**config.mk**
```make
export PLATFORM = sky130hd
export DESIGN_NAME = lsmt_queue
export DESIGN_NICKNAME = d
export VERILOG_FILES = /design/src/rtl/lsmt_pkg.sv /design/src/rtl/lsmt_queue.sv
export SDC_FILE = /design/constraint.sdc
export NUM_CORES = 1
export LEC_CHECK = 0
export BUFFER_PORTS_ARGS = -buffer_cell sky130_fd_sc_hd__buf_2
export CORE_AREA = 8 8 82 84
export CTS_CLUSTER_DIAMETER = 120
export DETAILED_ROUTE_END_ITERATION = 12
export DIE_AREA = 0 0 90 92
export GPL_TIMING_DRIVEN = 1
export PLACE_DENSITY_LB_ADDON = 0.2
export SYNTH_ARGS = -nofsm -noshare
export SYNTH_HDL_FRONTEND = slang
export SYNTH_SLANG_ARGS = --single-unit
```
**constraint.sdc**
```tcl
create_clock -name clk -period 2.8 [get_ports clk]
set_input_delay 0.28 -clock clk [delete_from_list [all_inputs] [get_ports clk]]
set_output_delay 0.28 -clock clk [all_outputs]
set_load 0.005 [all_outputs]
```
**src/rtl/lsmt_pkg.sv**
```systemverilog
// Package: shared types and constants of the suffix trie engine
package lsmt_pkg;

	localparam int DEF_POOL_NODES = 1024;
	localparam int DEF_ALPHABET   = 26;
	localparam int SYM_W          = 5;
	localparam int IDX_W          = 10;
	localparam int LEN_W          = 7;

	localparam logic             OP_INSERT = 1'b0;
	localparam logic             OP_QUERY  = 1'b1;
	localparam logic [LEN_W-1:0] LEN_NONE  = '1;

	typedef struct packed {
		logic             query;
		logic             sym_ok;
		logic [SYM_W-1:0] sym;
		logic [IDX_W-1:0] idx;
		logic [LEN_W-1:0] len;
		logic             last;
	} cmd_t;

	typedef struct packed {
		logic [LEN_W-1:0] len;
		logic [IDX_W-1:0] idx;
	} best_t;

	// queue status seen by its neighbours
	typedef struct packed {
		logic full;
		logic valid;
	} q_stat_t;

endpackage

```
**src/rtl/lsmt_queue.sv**
```systemverilog
// Two-entry queue between front end and back end
module lsmt_queue import lsmt_pkg::*; (
	input  logic    clk,
	input  logic    arst_n,
	input  logic    push,
	input  cmd_t    push_data,
	input  logic    pop,
	output q_stat_t q_stat,
	output cmd_t    pop_data
);

	cmd_t       entry_q [2];
	logic       wr_q;
	logic       rd_q;
	logic [1:0] cnt_q;

	assign q_stat.full  = (cnt_q == 2'd2);
	assign q_stat.valid = (cnt_q != 2'd0);
	assign pop_data     = entry_q[rd_q];

	always_ff @(posedge clk or negedge arst_n) begin
		if (!arst_n) begin
			wr_q  <= 1'b0;
			rd_q  <= 1'b0;
			cnt_q <= 2'd0;
		end else begin
			if (push) wr_q <= !wr_q;
			if (pop) rd_q <= !rd_q;
			unique case ({push, pop})
				2'b10:   cnt_q <= cnt_q + 2'd1;
				2'b01:   cnt_q <= cnt_q - 2'd1;
				default: cnt_q <= cnt_q;
			endcase
		end
	end

	always_ff @(posedge clk) begin
		if (push) entry_q[wr_q] <= push_data;
	end

endmodule

```
==> impl_metrics.ini <==
[cts]
numCtsBuffers = 5
tritoncts_num_sinks = 54
clk-insertion-delay-late_ns = 0.30
tritoncts_clock_tree = done
postCtsHoldBufs = 1
cts.reportedPaths.clkPinSlew_ns = 0.09
clockBufferDepth = 2
clock_tree.root_cell = sky130_fd_sc_hd__clkbuf_8
cts_post_setup_buffers_inserted = 0
cts_repair_resize_count = 0
clock_tree.htree_level_count = 2

[placement]
finalWeightedCongestion = 0.640
port_buffers = 55
dp.final_hpwl_um = 2650

[die]
core-area_um2 = 5410
die_width_um = 90
boundary_pin_count = 56
start_util_pct = 38.7
die_area_um2 = 8280
die_h_um = 92
num_rows = 27

[layout]
area_growth_syn_to_layout_pct = 21.2
n_antenna_cell = 0
fillers = 492
post_route_cells_drive_above_1_share_pct = 57.6
count_of_nets_after_finishing = 187

[route]
route.detailed.vias_per_inst = 4.33
drt.antenna.violating_nets = 0
detail_route.first_pass.iterations = 2
wl_um = 3580
vias = 997
wire_per_inst_um = 15.6
drt_first_iter_violations = 53
drc = 0

[sta]
post-route-period-util_pct = 68.3
clock-skew-final_ns = 0.00448
timing_hold_violations_final = 0
setup-violations-final = 0
max_freq_mhz = 523
hold_ws_ns = 0.166
setup_tns_ns = 0
actual_slew_at_the_worst_max_slew_pin_ns = 0.611
setup_repair_after_global_routing_missed_its_margin = false
maxSlewViolCount = 0
slew-limit-headroom_pct = 59.2
layout_min_cycle_time_ns = 1.91

[setup_path]
slowest_delay_ns = 0.61
crit_buf_inv = 2
worstPathRequired_ns = 2.52
critical_path.endpoint_type = output port
crit_fanout = 20
critPathSlowestCell = sky130_fd_sc_hd__dfrtp_1
worst_setup_path_start_kind = flop
critical_path_cell_by_cell = buf_12 > mux2_2 > buf_2
setup.worst_path.class = flop to output port
timing.critical_path.arrival_ns = 1.63
cpLargestDelayFamily = flip-flops

[global_route]
first_global_vias = 1178
grt_start_max_net_pins = 26
grt_first_pass_wirelength_um = 5840
grt.overflow.total = 0
globalRouteTotalUtil_pct = 9.16
grt_antenna_before_repair = 0

[synth]
synth_nets = 124
synth_area_um2 = 2090
synth_seq_cells = 54
synth_cell_types = 14
syn_area_per_cell_um2 = 22.3
netlist_instances = 94
seq_area_frac_synth_pct = 76.6
synth.yosys.warnings = 0

[pwr]
max-vdd-ir-drop_mv = 0.454
p_leak_nw = 1.02
power_density_nw_per_um2 = 900

[min_path]
timing.hold.worst.class = input pin to flop

[status]
result_of_the_run = finished clean

[flow_run]
timing.max_cap.violations = 0
==> power by group <==
group	switching [mW]	internal, mW
registers	0.0812	1.08
logic	0.306	0.425
clock network	0.221	0.172
total	0.608	1.67
==> stage by stage <==
| step | power (mW) | setup WS, ns | instance area [µm²] | cells | utilization [%] |
|---|---|---|---|---|---|
| 3_5_place_dp | 1.93 | 1.13 | 2440 | 221 | 45.2 |
| 3_3_place_gp | 1.91 | 1.21 | 2440 | 221 | 45.2 |
| 5_1_grt | 2.43 | 0.790 | 2530 | 230 | 46.9 |
| 4_1_cts | 2.33 | 0.857 | 2530 | 230 | 46.9 |
| 6_report | 2.28 | 0.887 | 2530 | 230 | 46.9 |
| 2_1_floorplan | 1.69 | 0.923 | 2090 | 94 | - |
==> flip-flops by register name, summed over array words and instances (netlist names) <==
signal / cells
cnt_q: 2
entry_q: 50
rd_q: 1
wr_q: 1
==> cell usage in the layout (no fill, tap or decap) <==
cell	count
sky130_fd_sc_hd__mux2_4	19
sky130_fd_sc_hd__clkinv_1	1
sky130_fd_sc_hd__inv_1	1
sky130_fd_sc_hd__clkinv_2	1
sky130_fd_sc_hd__buf_2	55
sky130_fd_sc_hd__ha_1	1
sky130_fd_sc_hd__buf_12	1
sky130_fd_sc_hd__mux2_2	6
sky130_fd_sc_hd__xor2_1	3
sky130_fd_sc_hd__edfxtp_1	50
sky130_fd_sc_hd__or2_2	1
sky130_fd_sc_hd__nor2_1	1
sky130_fd_sc_hd__and2_1	1
sky130_fd_sc_hd__nor2b_1	1
sky130_fd_sc_hd__clkbuf_1	1
sky130_fd_sc_hd__xnor2_1	2
sky130_fd_sc_hd__buf_4	2
sky130_fd_sc_hd__dlygate4sd3_1	1
sky130_fd_sc_hd__clkbuf_8	5
sky130_fd_sc_hd__nor2_2	1
sky130_fd_sc_hd__dfrtp_1	4
==> final cells by class <==
| type | instances | area, µm² | share of cell area [%] |
|---|---|---|---|
| Sequential cell | 54 | 1600 | 63.2 |
| Multi-Input combinational cell | 36 | 438 | 17.3 |
| Timing Repair Buffer | 59 | 320 | 12.6 |
| Tap cell | 72 | 90.1 | 3.55 |
| Clock buffer | 6 | 72.6 | 2.86 |
| Clock inverter | 2 | 8.76 | 0.346 |
| Inverter | 1 | 3.75 | 0.148 |
==> metal layers <==
layer  GRT usage (%)  vias to the layer above  part of all wire (%)
li1                -                      483                     -
met1            9.58                      471                    42
met2            16.0                       39                    51
met3            4.65                        4                   6.7
met4            2.50                        0                  0.73
met5               0                        -                     0
==> Yosys cell counts (all sizes together) <==
cell	instances	area, µm²
ha	1	12.5
mux2	25	353
and2	1	6.26
xor2	3	26.3
dfrtp	4	100
nor2	2	7.51
buf	3	51.3
nor2b	1	6.26
or2	1	6.26
xnor2	2	17.5
edfxtp	50	1500
inv	1	3.75
==> kinds of logic (layout without fill, tap and decap cells) <==
family | after synthesis | count (layout) | synth area share (%)
flip-flops | 54 | 54 | 76.6
multiplexers | 25 | 25 | 16.9
XOR/XNOR | 5 | 5 | 2.09
AND/OR/NAND/NOR | 5 | 5 | 1.26
buffers and inverters | 4 | 68 | 2.63
adder cells (fa/ha/maj) | 1 | 1 | 0.598
==> worst paths after layout <==
check / slack, ns / cells after the start / to / startpoint
min in group asynchronous: 0.30 / 2 / rd_q$_DFFE_PN0P_ / arst_n
worst max register to register: 1.21 / 2 / entry_q[0][1]$_DFFE_PP_ / wr_q$_DFFE_PN0P_
worst min-delay path: 0.17 / 1 / entry_q[1][13]$_DFFE_PP_ / push_data[13]
max in group asynchronous: 2.37 / 2 / cnt_q[1]$_DFFE_PN0P_ / arst_n
worst max-delay path: 0.89 / 3 / pop_data[0] / rd_q$_DFFE_PN0P_
worst min register to register: 0.49 / 1 / cnt_q[1]$_DFFE_PN0P_ / cnt_q[1]$_DFFE_PN0P_
Note: power is estimated with default switching activity, not from simulation.
