==> src/rtl/lsmt_pkg.sv <==
// Package: shared types and constants of the suffix trie engine
package lsmt_pkg;

	localparam int DEF_POOL_NODES = 1024;
	localparam int DEF_ALPHABET   = 26;
	localparam int SYM_W          = 5;
	localparam int IDX_W          = 10;
	localparam int LEN_W          = 7;

	localparam logic             OP_INSERT = 1'b0;
	localparam logic             OP_QUERY  = 1'b1;
	localparam logic [LEN_W-1:0] LEN_NONE  = '1;

	typedef struct packed {
		logic             query;
		logic             sym_ok;
		logic [SYM_W-1:0] sym;
		logic [IDX_W-1:0] idx;
		logic [LEN_W-1:0] len;
		logic             last;
	} cmd_t;

	typedef struct packed {
		logic [LEN_W-1:0] len;
		logic [IDX_W-1:0] idx;
	} best_t;

	// queue status seen by its neighbours
	typedef struct packed {
		logic full;
		logic valid;
	} q_stat_t;

endpackage

==> src/rtl/lsmt_front.sv <==
// Front end: takes input transfers and classifies each letter
module lsmt_front import lsmt_pkg::*; #(
	parameter int ALPHABET = DEF_ALPHABET
) (
	input  logic             clk,
	input  logic             arst_n,
	input  logic             item_valid,
	output logic             item_ready,
	input  logic             operation,
	input  logic [SYM_W-1:0] symbol,
	input  logic [IDX_W-1:0] word_index,
	input  logic [LEN_W-1:0] word_length,
	input  logic             last,
	input  q_stat_t          q_stat,
	output logic             push,
	output cmd_t             push_data
);

	logic valid_s1;
	cmd_t cmd_s1;

	assign item_ready = !valid_s1 || !q_stat.full;
	assign push       = valid_s1 && !q_stat.full;
	assign push_data  = cmd_s1;

	always_ff @(posedge clk or negedge arst_n) begin
		if (!arst_n) begin
			valid_s1 <= 1'b0;
		end else if (item_ready) begin
			valid_s1 <= item_valid;
		end
	end

	always_ff @(posedge clk) begin
		if (item_ready && item_valid) begin
			cmd_s1.query  <= (operation == OP_QUERY);
			cmd_s1.sym_ok <= (32'(symbol) < ALPHABET);
			cmd_s1.sym    <= symbol;
			cmd_s1.idx    <= word_index;
			cmd_s1.len    <= word_length;
			cmd_s1.last   <= last;
		end
	end

endmodule

==> config.mk <==
export PLATFORM = sky130hd
export DESIGN_NAME = lsmt_front
export DESIGN_NICKNAME = d
export VERILOG_FILES = /design/src/rtl/lsmt_pkg.sv /design/src/rtl/lsmt_front.sv
export SDC_FILE = /design/constraint.sdc
export NUM_CORES = 1
export LEC_CHECK = 0
export ABC_CLOCK_PERIOD_IN_PS = 5700
export BUFFER_PORTS_ARGS = -buffer_cell sky130_fd_sc_hd__buf_2
export CORE_AREA = 3 3 48 50
export CTS_CLUSTER_DIAMETER = 100
export CTS_CLUSTER_SIZE = 30
export DETAILED_ROUTE_END_ITERATION = 12
export DIE_AREA = 0 0 51 53
export PLACE_DENSITY = 0.79
export SYNTH_ARGS = -nofsm -noshare
export SYNTH_HDL_FRONTEND = slang
export SYNTH_SLANG_ARGS = --single-unit
==> constraint.sdc <==
create_clock -name clk -period 5.7 [get_ports clk]
set_clock_uncertainty 0.2 [all_clocks]
set_input_delay 0.57 -clock clk [delete_from_list [all_inputs] [get_ports clk]]
set_output_delay 0.57 -clock clk [all_outputs]
set_load 0.1 [all_outputs]
==> results.ini, run 1 <==
[sta]
relSlewSlack_pct = 66.9
setup_slack_ns = 3.62
setup_violations = 0
rsz0062_at_grt = no
fin_tns_setup_ns = 0
hold_viol = 0
period_share_pct = 36.6
slew_viol_final = 0
min_period_ns = 2.08
fmax_mhz = 480
worst_pin_slew_ns = 0.500

[global_routing]
grt_pass1_wl_mm = 2.13
grt_pass1_vias = 472
grt_max_degree = 26
globalRouteTotalUtil_pct = 11.5
antenna_found_initial = 0
grt_overflow = 0

[clock_network]
worstSkewPairLatency_ns = 0.31
root_buffer = clkbuf_4
htree_levels = 1
cts_tree = done
cts-resized-gates = 0
cts.clk_slew.worst_paths_ns = 0.13
cts_buffers = 3
clk_path_buf_depth = 2
cts.sinks = 26

[run_status]
status = complete, no violations

[floorplanning]
dieArea_um2 = 2700
ios = 56
rows = 16
die_y_um = 53
core_area_um2 = 1940
die_x_um = 51
initial_utilization_pct = 41.6

[run]
maxCapViolCount = 0

[power]
ir_drop_uv = 195
switching_share_pct = 33.4
cell_internal_pwr_mw = 0.276
p_leak_nw = 0.504
power_density_nw_per_um2 = 354
switching_power_mw = 0.138
pwr-share-clk_pct = 21.2
fin_total_pwr_mw = 0.414
p_comb_share_pct = 24.7
power_frac_seq_pct = 54.1

[synthesis]
syn_nets = 60
yosysWarnings = 0
yosysTopAreaCellShare_pct = 92.9
async_flop_share_pct = 3.85
synth_edf_count = 25
synth_area_per_cell_um2 = 26.1
yosys-top-cells-area = edfxtp_1 93%, dfrtp_1 3.1%, a21boi_1 0.93%
synth_top_area_cell = edfxtp_1
synth_most_common_cell = edfxtp_1
synth_area_um2 = 808
synth_seq_cells = 26
ys_types = 7
ys_seq_area_share_pct = 96.0
synthFlopType = edfxtp_1
netlist_instances = 31

[drt]
via_count = 495
ant_nets = 0
drc_errors = 0
drtPass1Iterations = 4
wl_per_cell_um = 12.8
vias_per_cell = 4.19
wirelength_mm = 1.52
drtIter0Drc = 6

[placement]
place_area_um2 = 1120
place.port_buffers = 54
pre_cts_slack_ns = 3.70
gp_congestion = 0.696

[min_path]
holdCritPathClass = input pin to flop

[worst_setup_path]
cp_slowest_cell = dfrtp_1
crit_type = flop to primary output
critPathBufInv = 1
end_kind = primary output
cp_max_fo = 4
startpoint_type = flop
cpPeakStageDelay_ns = 0.43
cp.arrival_ns = 1.31
cpLargestDelayFamily = flip-flops
required_ns = 4.93
cp_cell_sequence = nor2b_1 > buf_2

[finish]
nNetsFinal = 121
synthToLayoutAreaGrowth_pct = 44.7
drive_gt1_share_pct = 65.9
post-route-util_pct = 60.2
diodes = 0
finalInstanceArea_um2 = 1170

[routing by layer]
| layer | up-vias | GRT usage, % | wire length [µm] |
|---|---|---|---|
| met2 | 24 | 21.0 | 896 |
| li1 | 242 | - | - |
| met3 | 4 | 3.94 | 123 |
| met1 | 225 | 11.2 | 471 |
| met5 | - | 0 | 0 |
| met4 | 0 | 6.73 | 25 |
[area by class of cell]
cell class | instances | area, µm²
sequential | 26 | 776
clock buffer | 4 | 36.3
timing repair buffer | 56 | 288
fill | 167 | 772
tap | 27 | 33.8
multi-input combinational | 5 | 36.3
[per-stage QoR]
stage | hold WS, ns | instances
after detailed placement | 0.147 | 113
after global placement | 0.145 | 113
final | 0.225 | 118
after floorplan | 0.0744 | 31
after global routing | 0.195 | 118
after CTS | 0.206 | 118
[worst paths after layout]
path                           startpoint       endpoint  slack (ns)  depth (start not counted)
max                              valid_s1           push        3.62                          2
min in group asynchronous          arst_n       valid_s1        0.35                          2
min reg2reg                      valid_s1       valid_s1        0.37                          1
max in group asynchronous          arst_n       valid_s1        4.87                          2
min                        word_length[6]   push_data[7]        0.22                          1
max reg2reg                      valid_s1  push_data[18]        4.31                          2
[cell usage in the layout (no fill, tap or decap)]
cell,netlist,routed
o211ai_1,1,1
nor2b_1,1,1
clkbuf_4,0,3
buf_2,0,54
a21o_1,1,1
nand2_1,1,1
edfxtp_1,25,25
dfrtp_1,1,1
clkbuf_8,0,1
a21boi_2,0,1
buf_4,0,1
dlygate4sd3_1,0,1
[cells by family (layout without fill, tap and decap cells)]
group	Yosys count	count (layout)	share of synthesized area, %
buffers and inverters	0	60	0
AOI/OAI and AO/OA	3	3	2.79
and+or+nand+nor	2	2	1.24
DFF	26	26	96.0
[power by group through the flow]
stage | Sequential, mW | Clock [mW] | Combinational [mW]
2_1_floorplan | 0.298 | 0 | 0.0119
3_3_place_gp | 0.228 | 0 | 0.101
3_5_place_dp | 0.229 | 0 | 0.102
4_1_cts | 0.224 | 0.0928 | 0.103
5_1_grt | 0.225 | 0.0997 | 0.105
6_report | 0.224 | 0.0878 | 0.102
[state kept, by name (all words and copies together) (netlist names)]
| register | flops |
|---|---|
| push_data | 25 |
| valid_s1 | 1 |
[what timing repair did]
item / 4_1_cts / 5_1_grt
hold buffers: 1 / 0
setup buffers: 0 / 0
hold endpoints to repair: 1 / 0
Note: power is estimated with default switching activity, not from simulation.
==> run 2: changes to the inputs <==
==> config.mk (replaced) <==
export PLATFORM = sky130hd
export DESIGN_NAME = lsmt_front
export DESIGN_NICKNAME = d
export VERILOG_FILES = /design/src/rtl/lsmt_pkg.sv /design/src/rtl/lsmt_front.sv
export SDC_FILE = /design/constraint.sdc
export NUM_CORES = 1
export LEC_CHECK = 0
export ABC_CLOCK_PERIOD_IN_PS = 2150
export BUFFER_PORTS_ARGS = -buffer_cell sky130_fd_sc_hd__buf_2
export CORE_AREA = 3 3 50 52
export CTS_CLUSTER_DIAMETER = 100
export CTS_CLUSTER_SIZE = 30
export DETAILED_ROUTE_END_ITERATION = 12
export DIE_AREA = 0 0 53 55
export PLACE_DENSITY = 0.74
export SYNTH_ARGS = -nofsm -noshare
export SYNTH_HDL_FRONTEND = slang
export SYNTH_SLANG_ARGS = --single-unit
==> constraint.sdc (replaced) <==
create_clock -name clk -period 2.15 [get_ports clk]
set_clock_uncertainty 0.2 [all_clocks]
set_input_delay 0.215 -clock clk [delete_from_list [all_inputs] [get_ports clk]]
set_output_delay 0.215 -clock clk [all_outputs]
set_load 0.1 [all_outputs]
==> results.ini, run 2 (same netlist as run 1, synthesis figures left out) <==
[drt]
dr.max_layer_used = met4
drc_errors = 0
via_count = 602
drtPass1Iterations = 2
wl_per_cell_um = 12.0
wirelength_mm = 1.75
met3_wirelength_um = 184
ant_nets = 0
m1WireLength_um = 641
drtIter0Drc = 3
wl_met2_um = 902
vias_per_cell = 4.12

[floorplanning]
rows = 17
die_y_um = 55
initial_utilization_pct = 37.6
ios = 56
die_x_um = 53
core_area_um2 = 2150
dieArea_um2 = 2920

[run_status]
status = complete, no violations

[sta]
period_share_pct = 79.0
hold_viol = 0
setup_slack_ns = 0.451
slew_viol_final = 0
worst_pin_slew_ns = 0.494
fmax_mhz = 589
fin_tns_setup_ns = 0
setup_violations = 0
min_period_ns = 1.70
rsz0062_at_grt = no
relSlewSlack_pct = 67.3

[power]
p_leak_nw = 0.620
power_density_nw_per_um2 = 783
ir_drop_uv = 399

[worst_setup_path]
cpPeakStageDelay_ns = 0.43
required_ns = 1.74
cp_slowest_cell = buf_2
cp_cell_sequence = nor2b_1 > buf_2
end_kind = primary output
crit_type = flop to primary output
cp.arrival_ns = 1.28
startpoint_type = flop
cp_max_fo = 4

[finish]
nNetsFinal = 148
fillers = 155
synthToLayoutAreaGrowth_pct = 79.9
drive_gt1_share_pct = 50.8
diodes = 0
largest_reg_flops = 25
final_common_cell = buf_2
mostFrequentLayoutCells = 54 x buf_2, 28 x dlygate4sd3_1, 25 x edfxtp_1

[global_routing]
grt_overflow = 0
globalRouteTotalUtil_pct = 11.9
antenna_found_initial = 0
grt_pass1_vias = 601
grt_max_degree = 20
grt_pass1_wl_mm = 2.43

[clock_network]
htree_levels = 1
worstSkewPairLatency_ns = 0.30
cts_tree = done
cts-resized-gates = 0
cts.sinks = 26
cts_buffers = 3
cts.clk_slew.worst_paths_ns = 0.13
root_buffer = clkbuf_4
clk_path_buf_depth = 2

[placement]
pre_cts_slack_ns = 0.613
place.port_buffers = 54
gp_congestion = 0.567

[run]
maxCapViolCount = 0

[min_path]
holdCritPathClass = input pin to flop

-- run 2: final cells by class --
type                    count  area (µm²)  area share [%]
clock buffers               4        36.3            2.50
repair buffers             83         571            39.2
multi-input cells           5        36.3            2.50
flip-flops and latches     26         776            53.4
well taps                  28        35.0            2.41
-- run 2: power breakdown --
group / total [mW] / switching, mW / internal, mW / leakage [nW]
Clock: 0.231 / 0.128 / 0.103 / 0.0210
Combinational: 0.314 / 0.238 / 0.0758 / 0.351
Sequential: 0.594 / 0.00663 / 0.588 / 0.248
Total: 1.14 / 0.372 / 0.767 / 0.620
-- run 2: final timing paths --
check                          start             to  slack [ns]  cells after the start
setup / recovery            valid_s1           push        0.45                      2
setup reg to reg            valid_s1  push_data[22]        0.62                      2
min in group asynchronous     arst_n       valid_s1        0.55                      3
hold reg to reg             valid_s1   push_data[6]        0.54                      1
max in group asynchronous     arst_n       valid_s1        1.10                      3
hold / removal             q_stat[1]   push_data[6]        0.14                      2
-- run 2: metal layers --
layer | up-vias | GRT usage [%]
li1 | 296 | -
met1 | 266 | 10.6
met2 | 38 | 24.6
met3 | 2 | 3.22
met4 | 0 | 5.53
met5 | - | 0
-- run 2: per-stage QoR --
stage	utilization, %	instance area, µm²	instances	power [mW]	hold slack, ns
floorplan	-	812	31	0.823	-0.281
global placement	52.9	1140	114	0.878	-0.210
detailed placement	52.9	1140	114	0.881	-0.207
CTS	67.7	1450	146	1.14	0.145
global route	67.7	1450	146	1.18	0.140
finish	67.7	1450	146	1.14	0.142
-- run 2: worst max-delay path, delay by kind of cell (launching register included) --
| family | cells | cell delay [ns] |
|---|---|---|
| buffers and inverters | 1 | 0.43 |
| flip-flops | 1 | 0.42 |
| AND/OR/NAND/NOR | 1 | 0.14 |
-- run 2: what timing repair did --
action	CTS	global route
buffers inserted	0	0
hold buffers	28	0
endpoints found under the hold margin	27	0
==> run 3: changes to the inputs <==
--- a/config.mk
+++ b/config.mk
@@ -5,7 +5,8 @@
 export SDC_FILE = /design/constraint.sdc
 export NUM_CORES = 1
 export LEC_CHECK = 0
-export ABC_CLOCK_PERIOD_IN_PS = 2150
+export ABC_AREA = 1
+export ABC_CLOCK_PERIOD_IN_PS = 1600
 export BUFFER_PORTS_ARGS = -buffer_cell sky130_fd_sc_hd__buf_2
 export CORE_AREA = 3 3 50 52
 export CTS_CLUSTER_DIAMETER = 100
==> constraint.sdc (replaced) <==
create_clock -name clk -period 1.6 [get_ports clk]
set_clock_uncertainty 0.2 [all_clocks]
set_input_delay 0.16 -clock clk [delete_from_list [all_inputs] [get_ports clk]]
set_output_delay 0.16 -clock clk [all_outputs]
set_load 0.1 [all_outputs]
==> results.ini, run 3 <==
[worst_setup_path]
cp_max_fo = 2
crit_type = input pin to flop
startpoint_type = input pin
r2r_slack_ns = 0.17
end_kind = flop
cp.arrival_ns = 1.51
required_ns = 1.60

[synthesis]
yosys-top-cells-area = edfxtp_1 91%, dfrtp_1 3.0%, inv_1 2.3%
syn_nets = 67
synth_most_common_cell = edfxtp_1
ys_types = 6
synth_edf_count = 25
yosysWarnings = 0
synth_seq_cells = 26
synth_area_per_cell_um2 = 21.6
netlist_instances = 38
synthTopCellsByCount = 25 x edfxtp_1, 5 x inv_1, 5 x nand2_1
async_flop_share_pct = 3.85
synth_top_area_cell = edfxtp_1
yosysTopAreaCellShare_pct = 91.3
synthFlopType = edfxtp_1
ys_seq_area_share_pct = 94.4
synth_area_um2 = 822

[sta]
min_period_ns = 1.51
slew_viol_final = 0
fmax_mhz = 664
worst_pin_slew_ns = 0.494
hold_viol = 0
period_share_pct = 94.2
rsz0062_at_grt = no
setup_violations = 0
setup_slack_ns = 0.0934
fin_tns_setup_ns = 0
relSlewSlack_pct = 67.3

[power]
p_leak_nw = 0.658
fin_total_pwr_mw = 1.49
switching_power_mw = 0.502
cell_internal_pwr_mw = 0.992
power_density_nw_per_um2 = 1000
power_frac_seq_pct = 53.5
pwr-share-clk_pct = 17.2
ir_drop_uv = 523
p_comb_share_pct = 29.3
switching_share_pct = 33.6

[finish]
drive_gt1_share_pct = 48.4
mostFrequentLayoutCells = 52 x buf_2, 28 x dlygate4sd3_1, 25 x edfxtp_1
seq_area_um2 = 776
nNetsFinal = 156
synthToLayoutAreaGrowth_pct = 81.6
fillers = 154
final_common_cell = buf_2
largest_reg_flops = 25
multiInputGateArea_um2 = 41.3
post_layout_nonfiller_instances = 154
diodes = 0
finalInstanceArea_um2 = 1490

[run_status]
status = complete, no violations

[drt]
vias_per_cell = 4.11
drtIter0Drc = 6
drc_errors = 0
drtPass1Iterations = 4
wirelength_mm = 1.80
wl_per_cell_um = 11.7
ant_nets = 0
via_count = 633

[placement]
dp_hpwl_mm = 1.16
place.port_buffers = 54
pre_cts_slack_ns = 0.315
gp_congestion = 0.680
place_area_um2 = 1180
placedCellCount = 122

[min_path]
holdCritPathClass = input pin to flop

[clock_network]
cts.clk_slew.worst_paths_ns = 0.12
cts_tree = done
htree_levels = 1
cts_buffers = 3
worstSkewPairLatency_ns = 0.30
cts.sinks = 26
root_buffer = clkbuf_4
clk_path_buf_depth = 2

[global_routing]
antenna_found_initial = 0
grt_overflow = 0
grt_pass1_wl_mm = 2.57
globalRouteTotalUtil_pct = 12.8
grt_max_degree = 20
grt_pass1_vias = 629

[floorplanning]
rows = 17
die_y_um = 55
dieArea_um2 = 2920
core_area_um2 = 2150
die_x_um = 53
ios = 56
initial_utilization_pct = 38.3

[run]
maxCapViolCount = 0

[run 3: cell types whose count changed after synthesis]
cell | previous run | this run
inv_1 | 0 | 5
nand2_1 | 1 | 5
a21boi_1 | 1 | 0
a21o_1 | 1 | 0
a21oi_1 | 0 | 1
nor2_1 | 0 | 1
nor2b_1 | 1 | 0
o211ai_1 | 1 | 0
[run 3: final timing paths]
check | startpoint | endpoint | cells past startpoint
min | q_stat[1] | push_data[7] | 3
max in group asynchronous | arst_n | valid_s1 | 3
max reg2reg | valid_s1 | valid_s1 | 3
max | item_valid | valid_s1 | 5
min reg2reg | valid_s1 | push_data[7] | 2
min in group asynchronous | arst_n | valid_s1 | 3
[run 3: cell families (layout without fill, tap and decap cells)]
family | after synthesis | in the layout | share of synthesized area [%]
AOI/OAI and AO/OA | 1 | 1 | 0.608
buffers and inverters | 5 | 93 | 2.28
DFF | 26 | 26 | 94.4
and+or+nand+nor | 6 | 6 | 2.74
[run 3: critical path, cell delays in order]
cell           delay (ns)
dlygate4sd3_1        0.53
buf_2                0.11
inv_1                0.10
nand2_1              0.06
dlygate4sd3_1        0.54
[run 3: timing repair]
action | CTS | global route
buffers inserted | 0 | 0
hold buffers | 28 | 0
resized for setup | 1 | 0
endpoints found under the setup margin | 1 | 0
hold endpoints to repair | 27 | 0
[run 3: layout make-up]
cell class,instances,area share (%)
repair buffers,84,39.9
clock inverters,1,0.251
well taps,28,2.35
flip-flops and latches,26,52.0
inverters,5,1.26
clock buffers,3,1.51
multi-input cells,7,2.77
[run 3: power by group through the flow]
stage / Clock [mW] / Combinational [mW] / Sequential, mW
2_1_floorplan: 0 / 0.0475 / 1.06
3_3_place_gp: 0 / 0.380 / 0.814
3_5_place_dp: 0 / 0.383 / 0.815
4_1_cts: 0.272 / 0.437 / 0.799
5_1_grt: 0.307 / 0.455 / 0.803
6_report: 0.257 / 0.437 / 0.799
[run 3: through the flow]
step	utilization (%)	hold WS (ns)
floorplan	-	-0.336
finish	69.5	0.182
detailed placement	55.1	-0.259
global placement	55.1	-0.265
CTS	69.5	0.169
global route	69.5	0.159
[run 3: layer usage]
metal	wire, µm	up-vias	track usage [%]
met5	0	-	0
met4	0	0	6.38
met3	186	0	2.95
met2	939	35	25.4
met1	674	286	12.4
li1	-	312	-
